===== config.mk =====
export PLATFORM = sky130hd
export DESIGN_NAME = layer_blend_combiner_unit
export DESIGN_NICKNAME = d
export VERILOG_FILES = /design/src/lbc_pkg.sv /design/src/lbc_mul.sv /design/src/lbc_ctrl.sv /design/src/layer_blend_combiner_unit.sv
export SDC_FILE = /design/constraint.sdc
export NUM_CORES = 2
export LEC_CHECK = 0
export BUFFER_PORTS_ARGS = -buffer_cell sky130_fd_sc_hd__buf_2
export CORE_ASPECT_RATIO = 0.7
export CORE_MARGIN = 4
export CORE_UTILIZATION = 38
export CTS_CLUSTER_DIAMETER = 200
export DETAILED_ROUTE_END_ITERATION = 8
export GPL_TIMING_DRIVEN = 0
export PLACE_DENSITY = 0.6
export SLEW_MARGIN = 20
export SYNTH_ARGS = -nofsm -noshare
export SYNTH_HDL_FRONTEND = slang
export SYNTH_SLANG_ARGS = --single-unit

===== constraint.sdc =====
create_clock -name clk -period 10.2 [get_ports clk]
set_input_delay 0.51 -clock clk [delete_from_list [all_inputs] [get_ports clk]]
set_output_delay 0.51 -clock clk [all_outputs]
set_load 0.05 [all_outputs]

===== src/lbc_pkg.sv =====
`default_nettype none
package lbc_pkg;

  // accumulator format is signed Q5.FRAC_BITS
  localparam int FRAC_BITS = 12;
  localparam int ACC_W     = FRAC_BITS + 6;
  localparam int Q_W       = FRAC_BITS + 1;   // normalized source value, 0..1.0
  localparam int W_W       = ACC_W + 1;       // blend weight
  localparam int SUM_W     = 2 * ACC_W + 2;
  localparam int FIX_ONE   = 1 << FRAC_BITS;
  localparam int FIX_HALF  = 1 << (FRAC_BITS - 1);

  // source normalization: q = floor((p * 2^(F+1) + 65025) / 130050)
  localparam int N_W       = FRAC_BITS + 17;
  localparam int RECIP_SH  = N_W + 18;
  localparam int M_W       = RECIP_SH - 16;
  localparam int MUL_W     = M_W + 1;
  localparam int PROD_W    = 2 * MUL_W;
  localparam int D_W       = 17;
  localparam logic [D_W-1:0] DIV_D    = D_W'(130050);
  localparam logic [N_W-1:0] DIV_BIAS = N_W'(65025);
  localparam logic [M_W-1:0] RECIP_M  = M_W'((64'd1 << RECIP_SH) / 64'd130050);

  localparam logic signed [ACC_W-1:0] ACC_MAX = {1'b0, {(ACC_W-1){1'b1}}};
  localparam logic signed [ACC_W-1:0] ACC_MIN = {1'b1, {(ACC_W-1){1'b0}}};

  // blend factor codes, anything above the list acts as one
  localparam logic [3:0] BF_ZERO                = 4'd0;
  localparam logic [3:0] BF_ONE                 = 4'd1;
  localparam logic [3:0] BF_SRC_COLOR           = 4'd2;
  localparam logic [3:0] BF_ONE_MINUS_SRC_COLOR = 4'd3;
  localparam logic [3:0] BF_DST_COLOR           = 4'd4;
  localparam logic [3:0] BF_ONE_MINUS_DST_COLOR = 4'd5;
  localparam logic [3:0] BF_SRC_ALPHA           = 4'd6;
  localparam logic [3:0] BF_ONE_MINUS_SRC_ALPHA = 4'd7;
  localparam logic [3:0] BF_DST_ALPHA           = 4'd8;
  localparam logic [3:0] BF_ONE_MINUS_DST_ALPHA = 4'd9;

  // channel slots walked by the sequencer
  localparam logic [1:0] CH_RED   = 2'd0;
  localparam logic [1:0] CH_GREEN = 2'd1;
  localparam logic [1:0] CH_BLUE  = 2'd2;
  localparam logic [1:0] CH_ALPHA = 2'd3;

  typedef struct packed {
    logic [7:0] src_red;
    logic [7:0] src_green;
    logic [7:0] src_blue;
    logic [7:0] src_opacity;
    logic [7:0] tint;
    logic [3:0] src_factor;
    logic [3:0] dst_factor;
    logic       base_flag;
    logic [7:0] base_coverage;
    logic       last_layer;
  } lbc_in_t;

  typedef struct packed {
    logic [7:0] out_red;
    logic [7:0] out_green;
    logic [7:0] out_blue;
    logic [7:0] out_coverage;
  } lbc_out_t;

  typedef enum logic [3:0] {
    ST_IDLE,
    ST_TINT,
    ST_RECIP,
    ST_BACK,
    ST_FIX,
    ST_SRCW,
    ST_DSTW,
    ST_ACC,
    ST_EMIT
  } lbc_state_t;

  typedef enum logic [2:0] {
    MOP_NONE,
    MOP_TINT,
    MOP_RECIP,
    MOP_BACK,
    MOP_SRCW,
    MOP_DSTW
  } lbc_mop_t;

  typedef struct packed {
    logic       idle;
    logic       take;
    lbc_mop_t   mop;
    logic       ld_num;
    logic       fix;
    logic       ld_sum;
    logic       acc_wr;
    logic       emit;
    logic [1:0] chan;
  } lbc_ctl_t;

  typedef struct packed {
    logic last;
    logic out_free;
  } lbc_sts_t;

  function automatic logic signed [W_W-1:0] blend_weight(
    input logic [3:0]              code,
    input logic [Q_W-1:0]          src_c,
    input logic [Q_W-1:0]          src_a,
    input logic signed [ACC_W-1:0] dst_c
  );
    logic signed [W_W-1:0] one_w;
    logic signed [W_W-1:0] sc;
    logic signed [W_W-1:0] sa;
    logic signed [W_W-1:0] dc;
    logic signed [W_W-1:0] w;
    one_w = W_W'(FIX_ONE);
    sc    = $signed(W_W'(src_c));
    sa    = $signed(W_W'(src_a));
    dc    = W_W'(dst_c);
    case (code)
      BF_ZERO:                w = '0;
      BF_ONE:                 w = one_w;
      BF_SRC_COLOR:           w = sc;
      BF_ONE_MINUS_SRC_COLOR: w = one_w - sc;
      BF_DST_COLOR:           w = dc;
      BF_ONE_MINUS_DST_COLOR: w = one_w - dc;
      BF_SRC_ALPHA:           w = sa;
      BF_ONE_MINUS_SRC_ALPHA: w = one_w - sa;
      BF_DST_ALPHA:           w = one_w;   // destination alpha is always one
      BF_ONE_MINUS_DST_ALPHA: w = '0;
      default:                w = one_w;
    endcase
    return w;
  endfunction

endpackage
`default_nettype wire


===== src/lbc_mul.sv =====
`default_nettype none
module lbc_mul
  import lbc_pkg::*;
(
  input  wire logic                     clk,
  input  wire logic signed [MUL_W-1:0]  mul_a,
  input  wire logic signed [MUL_W-1:0]  mul_b,
  output logic signed      [PROD_W-1:0] prod_r
);

  always_ff @(posedge clk) begin
    prod_r <= mul_a * mul_b;
  end

endmodule
`default_nettype wire


===== src/lbc_ctrl.sv =====
`default_nettype none
module lbc_ctrl
  import lbc_pkg::*;
(
  input  wire logic     clk,
  input  wire logic     rst_n,
  input  wire logic     in_valid,
  input  wire lbc_sts_t sts,
  output lbc_ctl_t      ctl
);

  lbc_state_t state_r, state_nxt;
  logic [1:0] chan_r, chan_nxt;

  always_ff @(posedge clk) begin
    if (!rst_n) begin
      state_r <= ST_IDLE;
      chan_r  <= CH_ALPHA;
    end else begin
      state_r <= state_nxt;
      chan_r  <= chan_nxt;
    end
  end

  always_comb begin
    state_nxt = state_r;
    chan_nxt  = chan_r;
    case (state_r)
      ST_IDLE: begin
        if (in_valid) begin
          state_nxt = ST_TINT;
          chan_nxt  = CH_ALPHA;
        end
      end
      ST_TINT:  state_nxt = ST_RECIP;
      ST_RECIP: state_nxt = ST_BACK;
      ST_BACK:  state_nxt = ST_FIX;
      ST_FIX: begin
        // alpha is normalized first, the color channels need it as a weight
        if (chan_r == CH_ALPHA) begin
          chan_nxt  = CH_RED;
          state_nxt = ST_TINT;
        end else begin
          state_nxt = ST_SRCW;
        end
      end
      ST_SRCW: state_nxt = ST_DSTW;
      ST_DSTW: state_nxt = ST_ACC;
      ST_ACC: begin
        if (chan_r == CH_BLUE) begin
          state_nxt = sts.last ? ST_EMIT : ST_IDLE;
        end else begin
          chan_nxt  = chan_r + 2'd1;
          state_nxt = ST_TINT;
        end
      end
      ST_EMIT: begin
        if (sts.out_free) begin
          state_nxt = ST_IDLE;
        end
      end
      default: state_nxt = ST_IDLE;
    endcase
  end

  always_comb begin
    ctl      = '0;
    ctl.mop  = MOP_NONE;
    ctl.chan = chan_r;
    case (state_r)
      ST_IDLE: begin
        ctl.idle = 1'b1;
        ctl.take = in_valid;
      end
      ST_TINT:  ctl.mop = MOP_TINT;
      ST_RECIP: begin
        ctl.mop    = MOP_RECIP;
        ctl.ld_num = 1'b1;
      end
      ST_BACK:  ctl.mop = MOP_BACK;
      ST_FIX:   ctl.fix = 1'b1;
      ST_SRCW:  ctl.mop = MOP_SRCW;
      ST_DSTW: begin
        ctl.mop    = MOP_DSTW;
        ctl.ld_sum = 1'b1;
      end
      ST_ACC:   ctl.acc_wr = 1'b1;
      ST_EMIT:  ctl.emit = sts.out_free;
      default:  ctl.mop = MOP_NONE;
    endcase
  end

endmodule
`default_nettype wire


===== src/layer_blend_combiner_unit.sv =====
// one layer word is taken at a time; in_stall is high until the block is idle
// a result is registered after its last layer and held on out_valid until taken
// the pace is set by a single shared 32x32 multiplier: four steps for alpha,
// seven per color channel (tint, reciprocal, back-multiply, fix, two weights, sum)
// synchronous active-low reset clears the accumulator to zero and coverage to 255
`default_nettype none
module layer_blend_combiner_unit
  import lbc_pkg::*;
(
  input  wire logic     clk,
  input  wire logic     rst_n,
  input  wire logic     in_valid,
  output logic          in_stall,
  input  wire lbc_in_t  in_word,
  output logic          out_valid,
  input  wire logic     out_stall,
  output lbc_out_t      out_word
);

  lbc_ctl_t ctl;
  lbc_sts_t sts;

  lbc_in_t                    in_r;
  logic [7:0]                 cov_r;
  logic signed [ACC_W-1:0]    acc_r [3];
  logic [N_W-1:0]             num_r;
  logic [Q_W-1:0]             q_r;
  logic [Q_W-1:0]             src_a_r;
  logic [Q_W-1:0]             src_c_r;
  logic signed [SUM_W-1:0]    sum_r;
  logic                       out_valid_r;
  lbc_out_t                   out_r;

  logic signed [MUL_W-1:0]    mul_a, mul_b;
  logic signed [PROD_W-1:0]   prod_r;

  logic [7:0]                 byte_sel;
  logic signed [ACC_W-1:0]    dst_c;
  logic signed [W_W-1:0]      sf, df;
  logic [N_W-1:0]             num_nxt;
  logic [Q_W-1:0]             q_est;
  logic [N_W:0]               rem;
  logic [Q_W-1:0]             q_fix;
  logic signed [SUM_W-1:0]    total;
  logic signed [SUM_W-1:0]    rnd;
  logic signed [ACC_W-1:0]    acc_sat;
  logic [7:0]                 byte_out [3];

  lbc_ctrl u_ctrl (
    .clk      (clk),
    .rst_n    (rst_n),
    .in_valid (in_valid),
    .sts      (sts),
    .ctl      (ctl)
  );

  lbc_mul u_mul (
    .clk    (clk),
    .mul_a  (mul_a),
    .mul_b  (mul_b),
    .prod_r (prod_r)
  );

  assign sts.last     = in_r.last_layer;
  assign sts.out_free = !out_valid_r || !out_stall;
  assign in_stall     = !ctl.idle;
  assign out_valid    = out_valid_r;
  assign out_word     = out_r;

  always_comb begin
    case (ctl.chan)
      CH_RED:   byte_sel = in_r.src_red;
      CH_GREEN: byte_sel = in_r.src_green;
      CH_BLUE:  byte_sel = in_r.src_blue;
      default:  byte_sel = in_r.src_opacity;
    endcase
    case (ctl.chan)
      CH_GREEN: dst_c = acc_r[1];
      CH_BLUE:  dst_c = acc_r[2];
      default:  dst_c = acc_r[0];
    endcase
  end

  assign sf = blend_weight(in_r.src_factor, src_c_r, src_a_r, dst_c);
  assign df = blend_weight(in_r.dst_factor, src_c_r, src_a_r, dst_c);

  // prod_r holds byte*tint (alpha uses byte*255, same divisor then applies)
  assign num_nxt = (N_W'(prod_r[15:0]) << (FRAC_BITS + 1)) + DIV_BIAS;
  // reciprocal estimate is low by at most one
  assign q_est   = prod_r[RECIP_SH +: Q_W];
  assign rem     = {1'b0, num_r} - prod_r[N_W:0];
  assign q_fix   = q_r + Q_W'(rem >= (N_W+1)'(DIV_D));

  always_comb begin
    mul_a = '0;
    mul_b = '0;
    case (ctl.mop)
      MOP_TINT: begin
        mul_a = MUL_W'(byte_sel);
        mul_b = (ctl.chan == CH_ALPHA) ? MUL_W'(8'd255) : MUL_W'(in_r.tint);
      end
      MOP_RECIP: begin
        mul_a = MUL_W'(num_nxt);
        mul_b = MUL_W'(RECIP_M);
      end
      MOP_BACK: begin
        mul_a = MUL_W'(q_est);
        mul_b = MUL_W'(DIV_D);
      end
      MOP_SRCW: begin
        mul_a = MUL_W'(sf);
        mul_b = MUL_W'(src_c_r);
      end
      MOP_DSTW: begin
        mul_a = MUL_W'(df);
        mul_b = MUL_W'(dst_c);
      end
      default: begin
        mul_a = '0;
        mul_b = '0;
      end
    endcase
  end

  // round half up, floor shift, then saturate to the accumulator range
  assign total = sum_r + $signed(prod_r[SUM_W-1:0]);
  assign rnd   = (total + SUM_W'(FIX_HALF)) >>> FRAC_BITS;

  always_comb begin
    if (rnd > SUM_W'(ACC_MAX)) begin
      acc_sat = ACC_MAX;
    end else if (rnd < SUM_W'(ACC_MIN)) begin
      acc_sat = ACC_MIN;
    end else begin
      acc_sat = rnd[ACC_W-1:0];
    end
  end

  // clamp to [0,1], scale by 255, round half up
  always_comb begin
    logic [Q_W-1:0]   v;
    logic [Q_W+7:0]   scaled;
    for (int c = 0; c < 3; c++) begin
      if (acc_r[c] < 0) begin
        v = '0;
      end else if (acc_r[c] > ACC_W'(FIX_ONE)) begin
        v = Q_W'(FIX_ONE);
      end else begin
        v = acc_r[c][Q_W-1:0];
      end
      scaled      = ({v, 8'd0} - (Q_W+8)'(v)) + (Q_W+8)'(FIX_HALF);
      byte_out[c] = scaled[FRAC_BITS +: 8];
    end
  end

  always_ff @(posedge clk) begin
    if (ctl.take) begin
      in_r <= in_word;
    end
    if (ctl.ld_num) begin
      num_r <= num_nxt;
    end
    if (ctl.mop == MOP_BACK) begin
      q_r <= q_est;
    end
    if (ctl.fix) begin
      if (ctl.chan == CH_ALPHA) begin
        src_a_r <= q_fix;
      end else begin
        src_c_r <= q_fix;
      end
    end
    if (ctl.ld_sum) begin
      sum_r <= $signed(prod_r[SUM_W-1:0]);
    end
    if (ctl.emit) begin
      out_r.out_red      <= byte_out[0];
      out_r.out_green    <= byte_out[1];
      out_r.out_blue     <= byte_out[2];
      out_r.out_coverage <= cov_r;
    end
  end

  always_ff @(posedge clk) begin
    if (!rst_n) begin
      cov_r       <= 8'hFF;
      acc_r[0]    <= '0;
      acc_r[1]    <= '0;
      acc_r[2]    <= '0;
      out_valid_r <= 1'b0;
    end else begin
      if (ctl.take && in_word.base_flag) begin
        cov_r <= in_word.base_coverage;
      end else if (ctl.emit) begin
        cov_r <= 8'hFF;
      end
      if (ctl.emit) begin
        acc_r[0] <= '0;
        acc_r[1] <= '0;
        acc_r[2] <= '0;
      end else if (ctl.acc_wr) begin
        for (int c = 0; c < 3; c++) begin
          if (ctl.chan == 2'(c)) begin
            acc_r[c] <= acc_sat;
          end
        end
      end
      if (ctl.emit) begin
        out_valid_r <= 1'b1;
      end else if (!out_stall) begin
        out_valid_r <= 1'b0;
      end
    end
  end

endmodule
`default_nettype wire


==> metrics.cfg <==
[die]
core.rowCount=107
io_pins=96
die_x_um=427
die_area_sq_um=129000
fp.dieH_um=301
fp.coreArea_sq_um=122000
initial_core_util=0.384

[synth]
synthArstFlopShare=0
ys_warn_count=0
synthFlopType=edfxtp_1
synth_area_sq_um=46700
ys_seq_area_frac=0.175
syn_inst=4719
synth-seq-cells=294
synth_fp_nets=6026
yosysUniqueCellTypes=104
syn_avg_cell_area_sq_um=9.90
synth_edf_count=228

[timing]
setup_viol=10
fin_crit_sh=1.02
drv_slew=0
fin_crit_ns=10.42
fin_hold_ws_ns=0.0672
rsz0062_at_grt=true
fmax_mhz=96.0
final.setup.tns_ns=-1.16
tightest_slew_ns=1.15
layout_setup_ws_ns=-0.222
final_hold_viol_count=0
max-slew-margin-rel=0.234
worst_clock_skew_ns=0.0518

[setup_path]
cp_max_fo=7
worst_setup_path_end_kind=flop
cp.arrival_ns=10.93
reg2reg_depth=40
rrSetupSlack_ns=-0.22
cp_slowest_cell=fa_2
cp_common_cell=fa_1
rr_endpoint=u_mul.prod_r[58]$_DFF_P_
worstPathRequired_ns=10.71
r2r-start=u_ctrl.chan_r[1]$_SDFFE_PN1P_
worst_setup_path_start_kind=flop
max_stage_delay_ns=0.57
critPathKind=reg -> reg

[status]
status=finished with violations
violations=setup timing

[final_layout]
areaGrowthSynthToFinish_pct=16.2
multi_input_area_sq_um=36000
fin_area_sq_um=54300
n_antenna_cell=0
fin_nets=6330
mostFrequentLayoutCell=inv_1
fill_cells=11500
utilization=0.446
regArea_sq_um=8180
instances_no_fill=6680
layout_common_cells=1005 x inv_1, 869 x fa_1, 427 x nor2_1, 302 x nand2_1, 291 x ha_1
drive_gt1_frac=0.163

[clock_tree]
cts_max_path_buffers=3
clkSinkCount=294
insertion_delay_ns=0.62
cts_made_buffers=28
root_buffer=clkbuf_16
clkTransAtPathRegs_ns=0.07
h-tree-depth=1
cts_tree=built

[global_routing]
grt_pass1_vias=36100
grt.overflow.total=0
antenna_found_initial=4
grt_pass1_wl_mm=238
grtUsageTotal=0.250
grt_max_degree=45

[hold_path]
min_to=in_r[0]$_DFFE_PP_
worstHoldPathCells=1
hold_class=in -> reg
hold_start=in_word[0]

[detailed_routing]
postRouteAntennaNets=0
route.vias.total=35800
first_iter_violations=4438
vias_per_cell=5.36
drt-total-wl_mm=159
wl_per_cell_um=23.8
first_pass_iters=8
drc=0

[pwr]
swShare=0.451
p_sw_mw=2.65
p_leak_nw=25.2
intPower_mw=3.22
clkPwrFrac=0.190
power.density_nw_per_um2=108
p_total_mw=5.86
seqPwrFrac=0.268
p_comb_frac=0.542
ir_drop_uv=149

[place]
post-place-cells=6464
placed_cell_area_sq_um=49500
dp_slack_ns=-3.85
gp_congestion=0.998
portBuffers=95
dp_hpwl_mm=133

[job]
cap_violations=0

==> synth_stat cells, types with 13 or more instances <==
master    number  area share
a221oi_1      16      0.0030
or4_1         13      0.0021
nor3_1        52      0.0056
fa_1         917        0.39
xor2_1        58       0.011
a22oi_1       44      0.0071
buf_2         27      0.0029
or2_2         32      0.0043
nand2b_1      55      0.0074
nand4_1       18      0.0024
ha_1         328       0.088
nor2b_1       29      0.0039
or3_1         22      0.0029
o21a_1        17      0.0027
o21bai_1      26      0.0042
a222oi_1      25      0.0054
edfxtp_1     228        0.15
and3_1        39      0.0052
o31ai_1       13      0.0021
clkbuf_1     110      0.0088
a31oi_1       22      0.0029
a21o_1        51      0.0082
and2_1        24      0.0032
xnor2_1      131       0.025
nand2_1      316       0.025
a21oi_1      131       0.014
o21ai_0       95       0.010
inv_1       1050       0.084
dfxtp_1       66       0.028
nand3_1       55      0.0059
nor2_1       460       0.037
a211oi_1      19      0.0031
o211ai_1      14      0.0022
==> power groups by stage <==
stage / clock network (mW) / registers [mW] / logic [mW]
floorplan: 0 / 1.51 / 1.79
global placement: 0 / 1.59 / 2.67
detailed placement: 0 / 1.58 / 2.69
CTS: 1.13 / 1.56 / 2.95
global route: 1.19 / 1.58 / 3.43
finish: 1.12 / 1.57 / 3.18
==> critical path: cells and delay by family (launching register included) <==
| family | cells | cell delay [ns] |
|---|---|---|
| buffers and inverters | 12 | 1.28 |
| DFF | 1 | 0.39 |
| adders and majority gates | 10 | 4.43 |
| xor gates and xnor gates | 1 | 0.25 |
| and+or+nand+nor | 6 | 1.19 |
| AOI/OAI and AO/OA | 11 | 2.76 |
==> flip-flops by register name, indices dropped and copies added (netlist names) <==
register / cells
sum_r: 38
u_ctrl.chan_r: 2
in_r: 49
src_a_r: 13
num_r: 16
out_word: 32
q_r: 13
out_valid: 1
u_mul.prod_r: 51
u_ctrl.state_r: 4
src_c_r: 13
cov_r: 8
acc_r: 54
==> cells by family (layout without fill, tap and decap cells) <==
group / count (synthesis) / count (layout) / share of synthesized area
AND/OR/NAND/NOR: 1170 / 1170 / 0.115
buffers and inverters: 1210 / 1536 / 0.0994
flip-flops: 294 / 294 / 0.175
adder cells (fa/ha/maj): 1245 / 1245 / 0.481
XOR/XNOR: 189 / 189 / 0.0354
multiplexers: 11 / 11 / 0.00244
AO/OA/AOI/OAI: 600 / 600 / 0.0919
==> worst max-delay path by stage <==
| stage | from | to | slack [ns] | depth (start not counted) |
|---|---|---|---|---|
| after floorplan | u_ctrl.chan_r[0]$_SDFFE_PN1P_ | u_mul.prod_r[58]$_DFF_P_ | 0.03 | 40 |
| after global placement | u_ctrl.chan_r[0]$_SDFFE_PN1P_ | u_mul.prod_r[56]$_DFF_P_ | -4.30 | 36 |
| after detailed placement | u_ctrl.chan_r[0]$_SDFFE_PN1P_ | u_mul.prod_r[51]$_DFF_P_ | -3.85 | 39 |
| after CTS | u_ctrl.chan_r[1]$_SDFFE_PN1P_ | u_mul.prod_r[57]$_DFF_P_ | 0.0002 | 41 |
| after global routing | u_ctrl.chan_r[1]$_SDFFE_PN1P_ | u_mul.prod_r[58]$_DFF_P_ | -0.38 | 40 |
| final | u_ctrl.chan_r[1]$_SDFFE_PN1P_ | u_mul.prod_r[58]$_DFF_P_ | -0.22 | 40 |
==> routing by layer <==
layer,routed length [um],vias to the layer above,global-route usage
met2,62000,1814,0.331
met5,14,-,0
met1,72200,18300,0.387
met4,4060,2,0.0515
li1,-,15500,-
met3,20700,181,0.0875
==> area by class of cell <==
class / instances / area share
Buffer: 146 / 0.0173
Timing Repair Buffer: 286 / 0.0409
Tap cell: 1635 / 0.0377
Clock inverter: 17 / 0.00396
Inverter: 1052 / 0.0734
Multi-Input combinational cell: 3215 / 0.662
Sequential cell: 294 / 0.151
Clock buffer: 35 / 0.0139
==> timing repair <==
item | in CTS | in global routing
resized for setup | 370 | 211
setup endpoints to repair | 42 | 24
pin swaps | 108 | 131
cloned | 2 | 1
setup buffers | 96 | 78
hold buffers | 0 | 0
Note: power is estimated with default switching activity, not from simulation.
